**config.mk**
```make
export PLATFORM = sky130hd
export DESIGN_NAME = accel_tilt_angle_engine_core_flat
export DESIGN_NICKNAME = d
export VERILOG_FILES = /design/src/rtl/core/tilt_pkg.sv /design/src/rtl/core/tilt_if.sv /design/src/rtl/core/accel_tilt_angle_engine_core.sv /design/src/rtl/core/tilt_isqrt.sv /design/src/rtl/core/tilt_cordic.sv /design/src/flat_wrapper.sv
export SDC_FILE = /design/constraint.sdc
export NUM_CORES = 2
export LEC_CHECK = 0
export BUFFER_PORTS_ARGS = -buffer_cell sky130_fd_sc_hd__buf_4
export CAP_MARGIN = 15
export CELL_PAD_IN_SITES_DETAIL_PLACEMENT = 1
export CELL_PAD_IN_SITES_GLOBAL_PLACEMENT = 1
export CORE_ASPECT_RATIO = 1.25
export CORE_MARGIN = 5
export CORE_UTILIZATION = 46
export DETAILED_ROUTE_END_ITERATION = 8
export PLACE_DENSITY_LB_ADDON = 0.1
export SLEW_MARGIN = 20
export SYNTH_ARGS = -nofsm -noshare
export SYNTH_HDL_FRONTEND = slang
export SYNTH_SLANG_ARGS = --single-unit
```
**constraint.sdc**
```tcl
create_clock -name clock -period 10.1 [get_ports clock]
set_input_delay 1.515 -clock clock [delete_from_list [all_inputs] [get_ports clock]]
set_output_delay 1.515 -clock clock [all_outputs]
set_load 0.01 [all_outputs]
```
**src/rtl/core/tilt_pkg.sv**
```systemverilog
package tilt_pkg;

   localparam int ATAN_LEN = 24;
   localparam int ATAN_IW  = 5;
   localparam int Z_FRAC   = 24;
   localparam int ZW       = 33;
   localparam int XW       = 36;
   localparam int SUM_W    = 32;
   localparam int ROOT_W   = 32;
   localparam int NUM_W    = 17;
   localparam int Y0_W     = NUM_W + 16;

   // atan(2^-i) in degrees, 24 fraction bits
   localparam logic [29:0] ATAN_DEG_Q24 [ATAN_LEN] = '{
      30'd754974720, 30'd445687602, 30'd235489088, 30'd119537938,
      30'd60000934,  30'd30029717,  30'd15018523,  30'd7509720,
      30'd3754917,   30'd1877466,   30'd938734,    30'd469367,
      30'd234684,    30'd117342,    30'd58671,     30'd29335,
      30'd14668,     30'd7334,      30'd3667,      30'd1833,
      30'd917,       30'd458,       30'd229,       30'd115
   };

   typedef enum logic [1:0] {
      AXIS_X = 2'd0,
      AXIS_Y = 2'd1,
      AXIS_Z = 2'd2
   } axis_type;

   typedef enum logic [2:0] {
      ST_IDLE,
      ST_SQ1,
      ST_SQ2,
      ST_CHECK,
      ST_SQRT,
      ST_CORDIC,
      ST_FINISH
   } tilt_state_type;

endpackage

```
**src/rtl/core/tilt_if.sv**
```systemverilog
interface tilt_req_if;
   logic               valid;
   logic               ready;
   logic [1:0]         func;
   logic signed [15:0] reading;

   modport source (output valid, output func, output reading, input ready);
   modport sink   (input valid, input func, input reading, output ready);
endinterface

interface tilt_rsp_if;
   logic               valid;
   logic               ready;
   logic signed [15:0] pitch_deg;
   logic signed [15:0] roll_deg;

   modport source (output valid, output pitch_deg, output roll_deg, input ready);
   modport sink   (input valid, input pitch_deg, input roll_deg, output ready);
endinterface

```
**src/rtl/core/accel_tilt_angle_engine_core.sv**
```systemverilog
// Tilt angle engine: each request carries one accelerometer reading and its axis
// (0 = X, 1 = Y, 2 = Z); a nonzero reading replaces the held value of that axis,
// a zero reading or axis code 3 leaves the held values as they are. Every request
// gives one response with pitch = atan(-ax/sqrt(ay^2+az^2)) and
// roll = atan(ay/sqrt(ax^2+az^2)) in signed degrees with ANGLE_FRAC_BITS fraction
// bits, clamped to +-90 degrees and to the 16-bit range; a zero numerator gives 0
// and a zero denominator gives +-90. One request is processed at a time: both
// angles go in turn through a shared 16x16 squarer, a bit-per-cycle square root
// and a CORDIC unit that runs one rotation per cycle; an angle that hits a zero
// case skips the square root and the CORDIC unit. A new request is accepted only
// after the response of the last one is loaded. The response sits in an output
// register, so the next request is accepted while it waits.
module accel_tilt_angle_engine_core
   import tilt_pkg::*;
#(
   parameter int ANGLE_FRAC_BITS = 8,
   parameter int CORDIC_STEPS    = 16
) (
   input  logic              clock,
   input  logic              reset,
   tilt_req_if.sink          req_ch,
   tilt_rsp_if.source        rsp_ch
);

   localparam int     SHIFT    = Z_FRAC - ANGLE_FRAC_BITS;
   localparam int     RW       = ZW + 1;
   localparam longint LIMIT    = longint'(90) << ANGLE_FRAC_BITS;
   localparam longint SAT_HI_L = (LIMIT > 32767) ? 32767 : LIMIT;
   localparam longint SAT_LO_L = (-LIMIT < -32768) ? -32768 : -LIMIT;
   localparam logic signed [15:0]   SAT_HI = 16'(SAT_HI_L);
   localparam logic signed [15:0]   SAT_LO = 16'(SAT_LO_L);
   localparam logic signed [RW-1:0] HI_R   = RW'(SAT_HI_L);
   localparam logic signed [RW-1:0] LO_R   = RW'(SAT_LO_L);
   localparam logic signed [RW-1:0] RND    = RW'(64'd1 << (SHIFT - 1));

   function automatic logic signed [15:0] round_angle(input logic signed [ZW-1:0] zv);
      logic signed [RW-1:0] t;
      t = (RW'(zv) + RND) >>> SHIFT;
      if (t > HI_R) begin
         return SAT_HI;
      end else if (t < LO_R) begin
         return SAT_LO;
      end
      return 16'(t);
   endfunction

   tilt_state_type        state_ff, state_in;
   logic signed [15:0]    held_ax_ff, held_ax_in;
   logic signed [15:0]    held_ay_ff, held_ay_in;
   logic signed [15:0]    held_az_ff, held_az_in;
   logic                  sel_ff, sel_in;
   logic [SUM_W-1:0]      sum_ff, sum_in;
   logic signed [15:0]    res_p_ff, res_p_in;
   logic signed [15:0]    res_r_ff, res_r_in;
   logic                  rsp_valid_ff, rsp_valid_in;
   logic signed [15:0]    rsp_pitch_ff, rsp_pitch_in;
   logic signed [15:0]    rsp_roll_ff, rsp_roll_in;

   logic signed [NUM_W-1:0] num;
   logic signed [15:0]      d1;
   logic signed [15:0]      m_op;
   logic signed [31:0]      sq;
   logic signed [Y0_W-1:0]  y0;
   logic                    sqrt_start;
   logic                    sqrt_done;
   logic [ROOT_W-1:0]       root;
   logic                    cordic_start;
   logic                    cordic_done;
   logic signed [ZW-1:0]    z;
   logic                    res_wr;
   logic signed [15:0]      res_val;

   // operand select: pitch first, then roll
   always_comb begin
      num  = sel_ff ? NUM_W'(held_ay_ff) : -NUM_W'(held_ax_ff);
      d1   = sel_ff ? held_ax_ff : held_ay_ff;
      m_op = (state_ff == ST_SQ1) ? d1 : held_az_ff;
      sq   = m_op * m_op;
      y0   = $signed({num, 16'h0000});
   end

   tilt_isqrt u_isqrt (
      .clock    (clock),
      .reset    (reset),
      .start    (sqrt_start),
      .radicand (sum_ff),
      .done     (sqrt_done),
      .root     (root)
   );

   tilt_cordic #(
      .STEPS (CORDIC_STEPS)
   ) u_cordic (
      .clock (clock),
      .reset (reset),
      .start (cordic_start),
      .x0    (root),
      .y0    (y0),
      .done  (cordic_done),
      .z     (z)
   );

   always_comb begin
      state_in     = state_ff;
      held_ax_in   = held_ax_ff;
      held_ay_in   = held_ay_ff;
      held_az_in   = held_az_ff;
      sel_in       = sel_ff;
      sum_in       = sum_ff;
      res_p_in     = res_p_ff;
      res_r_in     = res_r_ff;
      rsp_valid_in = rsp_valid_ff && !rsp_ch.ready;
      rsp_pitch_in = rsp_pitch_ff;
      rsp_roll_in  = rsp_roll_ff;
      sqrt_start   = 1'b0;
      cordic_start = 1'b0;
      res_wr       = 1'b0;
      res_val      = '0;

      unique case (state_ff)
         ST_IDLE: begin
            if (req_ch.valid) begin
               if (req_ch.reading != 16'sd0) begin
                  unique case (axis_type'(req_ch.func))
                     AXIS_X:  held_ax_in = req_ch.reading;
                     AXIS_Y:  held_ay_in = req_ch.reading;
                     AXIS_Z:  held_az_in = req_ch.reading;
                     default: ;
                  endcase
               end
               sel_in   = 1'b0;
               state_in = ST_SQ1;
            end
         end
         ST_SQ1: begin
            sum_in   = $unsigned(sq);
            state_in = ST_SQ2;
         end
         ST_SQ2: begin
            sum_in   = sum_ff + $unsigned(sq);
            state_in = ST_CHECK;
         end
         ST_CHECK: begin
            if (num == '0) begin
               res_wr = 1'b1;
            end else if (sum_ff == '0) begin
               res_wr  = 1'b1;
               res_val = num[NUM_W-1] ? SAT_LO : SAT_HI;
            end else begin
               sqrt_start = 1'b1;
               state_in   = ST_SQRT;
            end
         end
         ST_SQRT: begin
            if (sqrt_done) begin
               cordic_start = 1'b1;
               state_in     = ST_CORDIC;
            end
         end
         ST_CORDIC: begin
            if (cordic_done) begin
               res_wr  = 1'b1;
               res_val = round_angle(z);
            end
         end
         ST_FINISH: begin
            if (!rsp_valid_ff || rsp_ch.ready) begin
               rsp_valid_in = 1'b1;
               rsp_pitch_in = res_p_ff;
               rsp_roll_in  = res_r_ff;
               state_in     = ST_IDLE;
            end
         end
         default: state_in = ST_IDLE;
      endcase

      if (res_wr) begin
         if (!sel_ff) begin
            res_p_in = res_val;
            sel_in   = 1'b1;
            state_in = ST_SQ1;
         end else begin
            res_r_in = res_val;
            state_in = ST_FINISH;
         end
      end
   end

   always_ff @(posedge clock) begin
      if (reset) begin
         state_ff     <= ST_IDLE;
         held_ax_ff   <= '0;
         held_ay_ff   <= '0;
         held_az_ff   <= '0;
         sel_ff       <= 1'b0;
         rsp_valid_ff <= 1'b0;
      end else begin
         state_ff     <= state_in;
         held_ax_ff   <= held_ax_in;
         held_ay_ff   <= held_ay_in;
         held_az_ff   <= held_az_in;
         sel_ff       <= sel_in;
         rsp_valid_ff <= rsp_valid_in;
      end
      sum_ff      <= sum_in;
      res_p_ff    <= res_p_in;
      res_r_ff    <= res_r_in;
      rsp_pitch_ff <= rsp_pitch_in;
      rsp_roll_ff  <= rsp_roll_in;
   end

   assign req_ch.ready     = (state_ff == ST_IDLE);
   assign rsp_ch.valid     = rsp_valid_ff;
   assign rsp_ch.pitch_deg = rsp_pitch_ff;
   assign rsp_ch.roll_deg  = rsp_roll_ff;

endmodule

```
**src/rtl/core/tilt_isqrt.sv**
```systemverilog
module tilt_isqrt
   import tilt_pkg::*;
(
   input  logic              clock,
   input  logic              reset,
   input  logic              start,
   input  logic [SUM_W-1:0]  radicand,
   output logic              done,
   output logic [ROOT_W-1:0] root
);

   localparam int ITERS = ROOT_W;
   localparam int CW    = $clog2(ITERS);
   localparam int RW    = ROOT_W + 2;

   logic              busy_ff, busy_in;
   logic              done_ff, done_in;
   logic [CW-1:0]     cnt_ff, cnt_in;
   logic [SUM_W-1:0]  src_ff, src_in;
   logic [RW-1:0]     rem_ff, rem_in;
   logic [ROOT_W-1:0] root_ff, root_in;
   logic [RW+1:0]     rem_sh;
   logic [RW+1:0]     trial;
   logic [RW+1:0]     diff;

   // radicand is taken as radicand * 2^32, the low half shifts in as zeros
   always_comb begin
      rem_sh  = {rem_ff, src_ff[SUM_W-1 -: 2]};
      trial   = {2'b00, root_ff, 2'b01};
      diff    = rem_sh - trial;
      busy_in = busy_ff;
      done_in = 1'b0;
      cnt_in  = cnt_ff;
      src_in  = src_ff;
      rem_in  = rem_ff;
      root_in = root_ff;
      if (start) begin
         busy_in = 1'b1;
         cnt_in  = '0;
         src_in  = radicand;
         rem_in  = '0;
         root_in = '0;
      end else if (busy_ff) begin
         if (rem_sh >= trial) begin
            rem_in  = RW'(diff);
            root_in = {root_ff[ROOT_W-2:0], 1'b1};
         end else begin
            rem_in  = RW'(rem_sh);
            root_in = {root_ff[ROOT_W-2:0], 1'b0};
         end
         src_in = {src_ff[SUM_W-3:0], 2'b00};
         cnt_in = CW'(cnt_ff + 1'b1);
         if (cnt_ff == CW'(ITERS - 1)) begin
            busy_in = 1'b0;
            done_in = 1'b1;
         end
      end
   end

   always_ff @(posedge clock) begin
      if (reset) begin
         busy_ff <= 1'b0;
         done_ff <= 1'b0;
      end else begin
         busy_ff <= busy_in;
         done_ff <= done_in;
      end
      cnt_ff  <= cnt_in;
      src_ff  <= src_in;
      rem_ff  <= rem_in;
      root_ff <= root_in;
   end

   assign done = done_ff;
   assign root = root_ff;

endmodule

```
**src/rtl/core/tilt_cordic.sv**
```systemverilog
module tilt_cordic
   import tilt_pkg::*;
#(
   parameter int STEPS = 16
) (
   input  logic                  clock,
   input  logic                  reset,
   input  logic                  start,
   input  logic [ROOT_W-1:0]     x0,
   input  logic signed [Y0_W-1:0] y0,
   output logic                  done,
   output logic signed [ZW-1:0]  z
);

   localparam int CW = $clog2(STEPS);

   logic                 busy_ff, busy_in;
   logic                 done_ff, done_in;
   logic [CW-1:0]        step_ff, step_in;
   logic signed [XW-1:0] x_ff, x_in;
   logic signed [XW-1:0] y_ff, y_in;
   logic signed [ZW-1:0] z_ff, z_in;
   logic signed [XW-1:0] xs;
   logic signed [XW-1:0] ys;
   logic signed [ZW-1:0] av;

   // vectoring mode, one micro-rotation per cycle
   always_comb begin
      xs      = x_ff >>> step_ff;
      ys      = y_ff >>> step_ff;
      av      = $signed({{(ZW-30){1'b0}}, ATAN_DEG_Q24[ATAN_IW'(step_ff)]});
      busy_in = busy_ff;
      done_in = 1'b0;
      step_in = step_ff;
      x_in    = x_ff;
      y_in    = y_ff;
      z_in    = z_ff;
      if (start) begin
         busy_in = 1'b1;
         step_in = '0;
         x_in    = $signed(XW'(x0));
         y_in    = XW'(y0);
         z_in    = '0;
      end else if (busy_ff) begin
         if (!y_ff[XW-1]) begin
            x_in = x_ff + ys;
            y_in = y_ff - xs;
            z_in = z_ff + av;
         end else begin
            x_in = x_ff - ys;
            y_in = y_ff + xs;
            z_in = z_ff - av;
         end
         step_in = CW'(step_ff + 1'b1);
         if (step_ff == CW'(STEPS - 1)) begin
            busy_in = 1'b0;
            done_in = 1'b1;
         end
      end
   end

   always_ff @(posedge clock) begin
      if (reset) begin
         busy_ff <= 1'b0;
         done_ff <= 1'b0;
      end else begin
         busy_ff <= busy_in;
         done_ff <= done_in;
      end
      step_ff <= step_in;
      x_ff    <= x_in;
      y_ff    <= y_in;
      z_ff    <= z_in;
   end

   assign done = done_ff;
   assign z    = z_ff;

endmodule
```
**src/flat_wrapper.sv**
```systemverilog
// flat-port wrapper written by rule: the top's interface ports become plain ports
module accel_tilt_angle_engine_core_flat import tilt_pkg::*;
#(
   parameter int ANGLE_FRAC_BITS = 8,
   parameter int CORDIC_STEPS    = 16
)
  (clock, reset, req_ch_valid, req_ch_func, req_ch_reading, req_ch_ready, rsp_ch_valid, rsp_ch_pitch_deg, rsp_ch_roll_deg, rsp_ch_ready);
  tilt_req_if req_ch_i ();
  tilt_rsp_if rsp_ch_i ();
  input  logic clock;
  input  logic reset;
  input wire logic [$bits(req_ch_i.valid)-1:0] req_ch_valid;
  input wire logic [$bits(req_ch_i.func)-1:0] req_ch_func;
  input wire logic [$bits(req_ch_i.reading)-1:0] req_ch_reading;
  output wire logic [$bits(req_ch_i.ready)-1:0] req_ch_ready;
  output wire logic [$bits(rsp_ch_i.valid)-1:0] rsp_ch_valid;
  output wire logic [$bits(rsp_ch_i.pitch_deg)-1:0] rsp_ch_pitch_deg;
  output wire logic [$bits(rsp_ch_i.roll_deg)-1:0] rsp_ch_roll_deg;
  input wire logic [$bits(rsp_ch_i.ready)-1:0] rsp_ch_ready;
  assign req_ch_i.valid = req_ch_valid;
  assign req_ch_i.func = req_ch_func;
  assign req_ch_i.reading = req_ch_reading;
  assign req_ch_ready = req_ch_i.ready;
  assign rsp_ch_valid = rsp_ch_i.valid;
  assign rsp_ch_pitch_deg = rsp_ch_i.pitch_deg;
  assign rsp_ch_roll_deg = rsp_ch_i.roll_deg;
  assign rsp_ch_i.ready = rsp_ch_ready;
  accel_tilt_angle_engine_core #(.ANGLE_FRAC_BITS(ANGLE_FRAC_BITS), .CORDIC_STEPS(CORDIC_STEPS)) u_core (.clock(clock), .reset(reset), .req_ch(req_ch_i), .rsp_ch(rsp_ch_i));
endmodule
```
==> impl_metrics.yaml <==
timing:
  final.setup_skew_ps: 25.6
  maxSlewHeadroom_pct: 34.6
  holdWs_ps: 415
  fmax_mhz: 103
  setup_viol: 0
  hold_viol_final: 0
  fin_ws_ps: 425
  fin_crit_sh_pct: 95.8
  slew_violations: 0
  tightestPinTransition_ps: 977
  period_minus_slack_ps: 9680
cells_and_area:
  seq_area_mm2: 0.00913
  nFillCells: 9672
  drive_gt1_share_pct: 8.35
  diodes: 0
  fin_util_pct: 49.9
  fin_area_mm2: 0.0414
  nNetsFinal: 4805
  area_delta_synth_final_pct: 7.89
  multi_input_area_mm2: 0.0268
placement:
  placedInstanceArea_mm2: 0.0398
  hpwl_mm: 89.7
  place.gp.congestion: 0.903
  io_buffers: 55
  place_ws_ps: 401
detailed_routing:
  drt-wirelength-per-cell_um: 21.2
  drtIter0Drc: 1576
  via_count: 31700
  antenna_left: 0
  first_pass_iters: 5
  drc: 0
  via_per_inst: 5.87
  drt-total-wl_mm: 115
die:
  fp-row-count: 118
  fp.dieH_um: 333
  ios: 56
  die_area_mm2: 0.0893
  core_mm2: 0.0828
  start_util_pct: 46.3
  die_x_um: 268
yosys:
  synth_cell_types: 91
  synth-edff-count: 180
  synth_seq_area_share_pct: 23.8
  synthArstFlopShare_pct: 0
  synth_ff_type: "dfxtp_1"
  synth_seq_cells: 365
  syn_inst: 4312
  yosys_warnings: 0
  synth.cell_area_mm2: 0.0383
  synth_fp_nets: 4841
  synth.avg_cell_area_um2: 8.89
grt:
  grt_use_total_pct: 25.2
  grt_pass1_vias: 33500
  grt_pass1_wl_mm: 182
  grt_max_degree: 69
  overflow: 0
  grt_antenna_before_repair: 2
setup_path:
  worst_ep_arrival_time_ps: 10010
  critPathCaptureType: "register"
  crit_path_max_fanout: 32
  crit_path_start_kind: "register"
  required_ps: 10430
  max_stage_delay_ps: 590
  crit_slowest_cell: "fa_1"
  crit_type: "reg2reg"
  cpMostUsedCell: "fa_1"
clocking:
  insertion_delay_ps: 610
  cts_buffers: 44
  cts_tree: "yes"
  root_buffer: "clkbuf_16"
  clk_pin_slew_ps: 60
  h-tree-depth: 2
  cts-hold-fix-buffers: 0
  cts_buffer_depth: 3
  cts_sinks: 365
pwr:
  pwr_density_cell_mw_per_mm2: 335
  p_leak_nw: 17.5
  peakVddDrop_uv: 1030
run:
  drv_cap: 0
outcome:
  outcome: "finished, final reports clean"
hold_path:
  hp-class: "reg2reg"
## flip-flops by register name, indices dropped and copies added, names as in the netlist, 32 cells and up
| name | count |
|---|---|
| u_core.u_isqrt.root | 32 |
| u_core.u_cordic.y_ff | 36 |
| u_core.u_cordic.z | 33 |
| u_core.sum_ff | 32 |
| u_core.u_cordic.x_ff | 36 |
| u_core.u_isqrt.src_ff | 32 |
| u_core.u_isqrt.rem_ff | 34 |
## report_power, final
part	internal, mW	leakage [nW]	switching, mW	total, mW
combinational	4.18	13.7	5.86	10.0
sequential	1.91	3.14	0.220	2.13
clock	0.981	0.733	0.711	1.69
total	7.07	17.5	6.79	13.9
## logic make-up after synthesis
group | Yosys count | share of synthesized area (%)
flip-flops | 365 | 23.8
AND/OR/NAND/NOR | 1206 | 14.5
multiplexers | 326 | 11.1
buffers and inverters | 646 | 6.48
XOR/XNOR | 303 | 6.96
AO/OA/AOI/OAI | 959 | 15.9
adder cells (fa/ha/maj) | 507 | 21.2
## worst max-delay path: cells and delay by family (launching register included)
family,cells,cell delay (ps)
AO/OA/AOI/OAI,9,1870
XOR/XNOR,3,730
adder cells (fa/ha/maj),8,3890
buffers and inverters,6,990
flip-flops,1,330
AND/OR/NAND/NOR,10,1590
## through the flow
step           power, mW  setup TNS [ps]  std cells
3_3_place_gp        12.1               0       5308
5_1_grt             15.3           -12.2       5392
4_1_cts             14.0               0       5390
6_report            13.9               0       5392
3_5_place_dp        12.2               0       5308
2_1_floorplan       9.74               0       4312
## cell usage in the layout, fill, tap and decap left out, types with 68 or more instances in the layout
master and n:
dfxtp_1 178, edfxtp_1 180, nand2_1 332, o21ai_0 191, inv_1 442, nor3_1 68
a21o_1 96, xnor2_1 171, fa_1 240, buf_4 113, ha_1 267, mux2i_1 191
nor2_1 466, a21oi_1 292, xor2_1 131
## repair_timing
action	in CTS	in global routing
resized for setup	0	5
buffers inserted	0	2
setup endpoints to repair	0	1
## path summary, 6_finish.rpt
check / from / to / slack, ps / cells after the start
setup reg to reg: u_core.state_ff[1] / u_core.sum_ff[31] / 420 / 36
hold / removal: u_core.res_p_ff[6] / u_core.rsp_ch.pitch_deg[6] / 420 / 0
setup / recovery: u_core.state_ff[1] / u_core.sum_ff[31] / 420 / 36
hold reg to reg: u_core.res_p_ff[6] / u_core.rsp_ch.pitch_deg[6] / 420 / 0
## synthesized netlist by cell type, types with 19 or more instances
cell	instances	area, um2
mux2_2	62	698
nand2b_1	49	307
buf_1	26	97.6
dfxtp_1	185	3700
nor2b_1	37	231
o21a_1	34	255
ha_1	267	3340
mux4_2	66	1490
a21o_1	96	721
nand4_1	22	138
a31oi_1	50	313
xnor2_1	171	1500
nor2_1	468	1760
a211oi_1	58	435
fa_1	240	4800
mux2i_1	191	1910
nand2_1	332	1250
nand3_1	61	305
xor2_1	131	1150
or3_1	19	119
nor3_1	70	350
inv_1	445	1670
nor4_1	28	175
o22ai_1	21	131
buf_2	22	110
and2_1	22	138
and3_1	35	219
o21ai_0	191	956
edfxtp_1	180	5410
a21oi_1	292	1460
o211ai_1	21	158
clkbuf_1	143	537
o31ai_1	23	173
o21bai_1	32	240
## routing by layer
metal	global-route usage, %	vias to the layer above	wire length (um)
met1	31.2	15900	47900
li1	-	15000	-
met2	45.5	540	58800
met4	8.69	2	4340
met5	0	-	17
met3	2.45	215	3450
## layout make-up
cell class	count	share of cell area, %
Clock buffer	60	3.01
Clock inverter	22	0.656
Inverter	450	4.09
Multi-Input combinational cell	3301	64.8
Sequential cell	365	22.1
Tap cell	1080	3.27
Timing Repair Buffer	114	2.08
No activity file was read; power rests on OpenSTA's default activity.
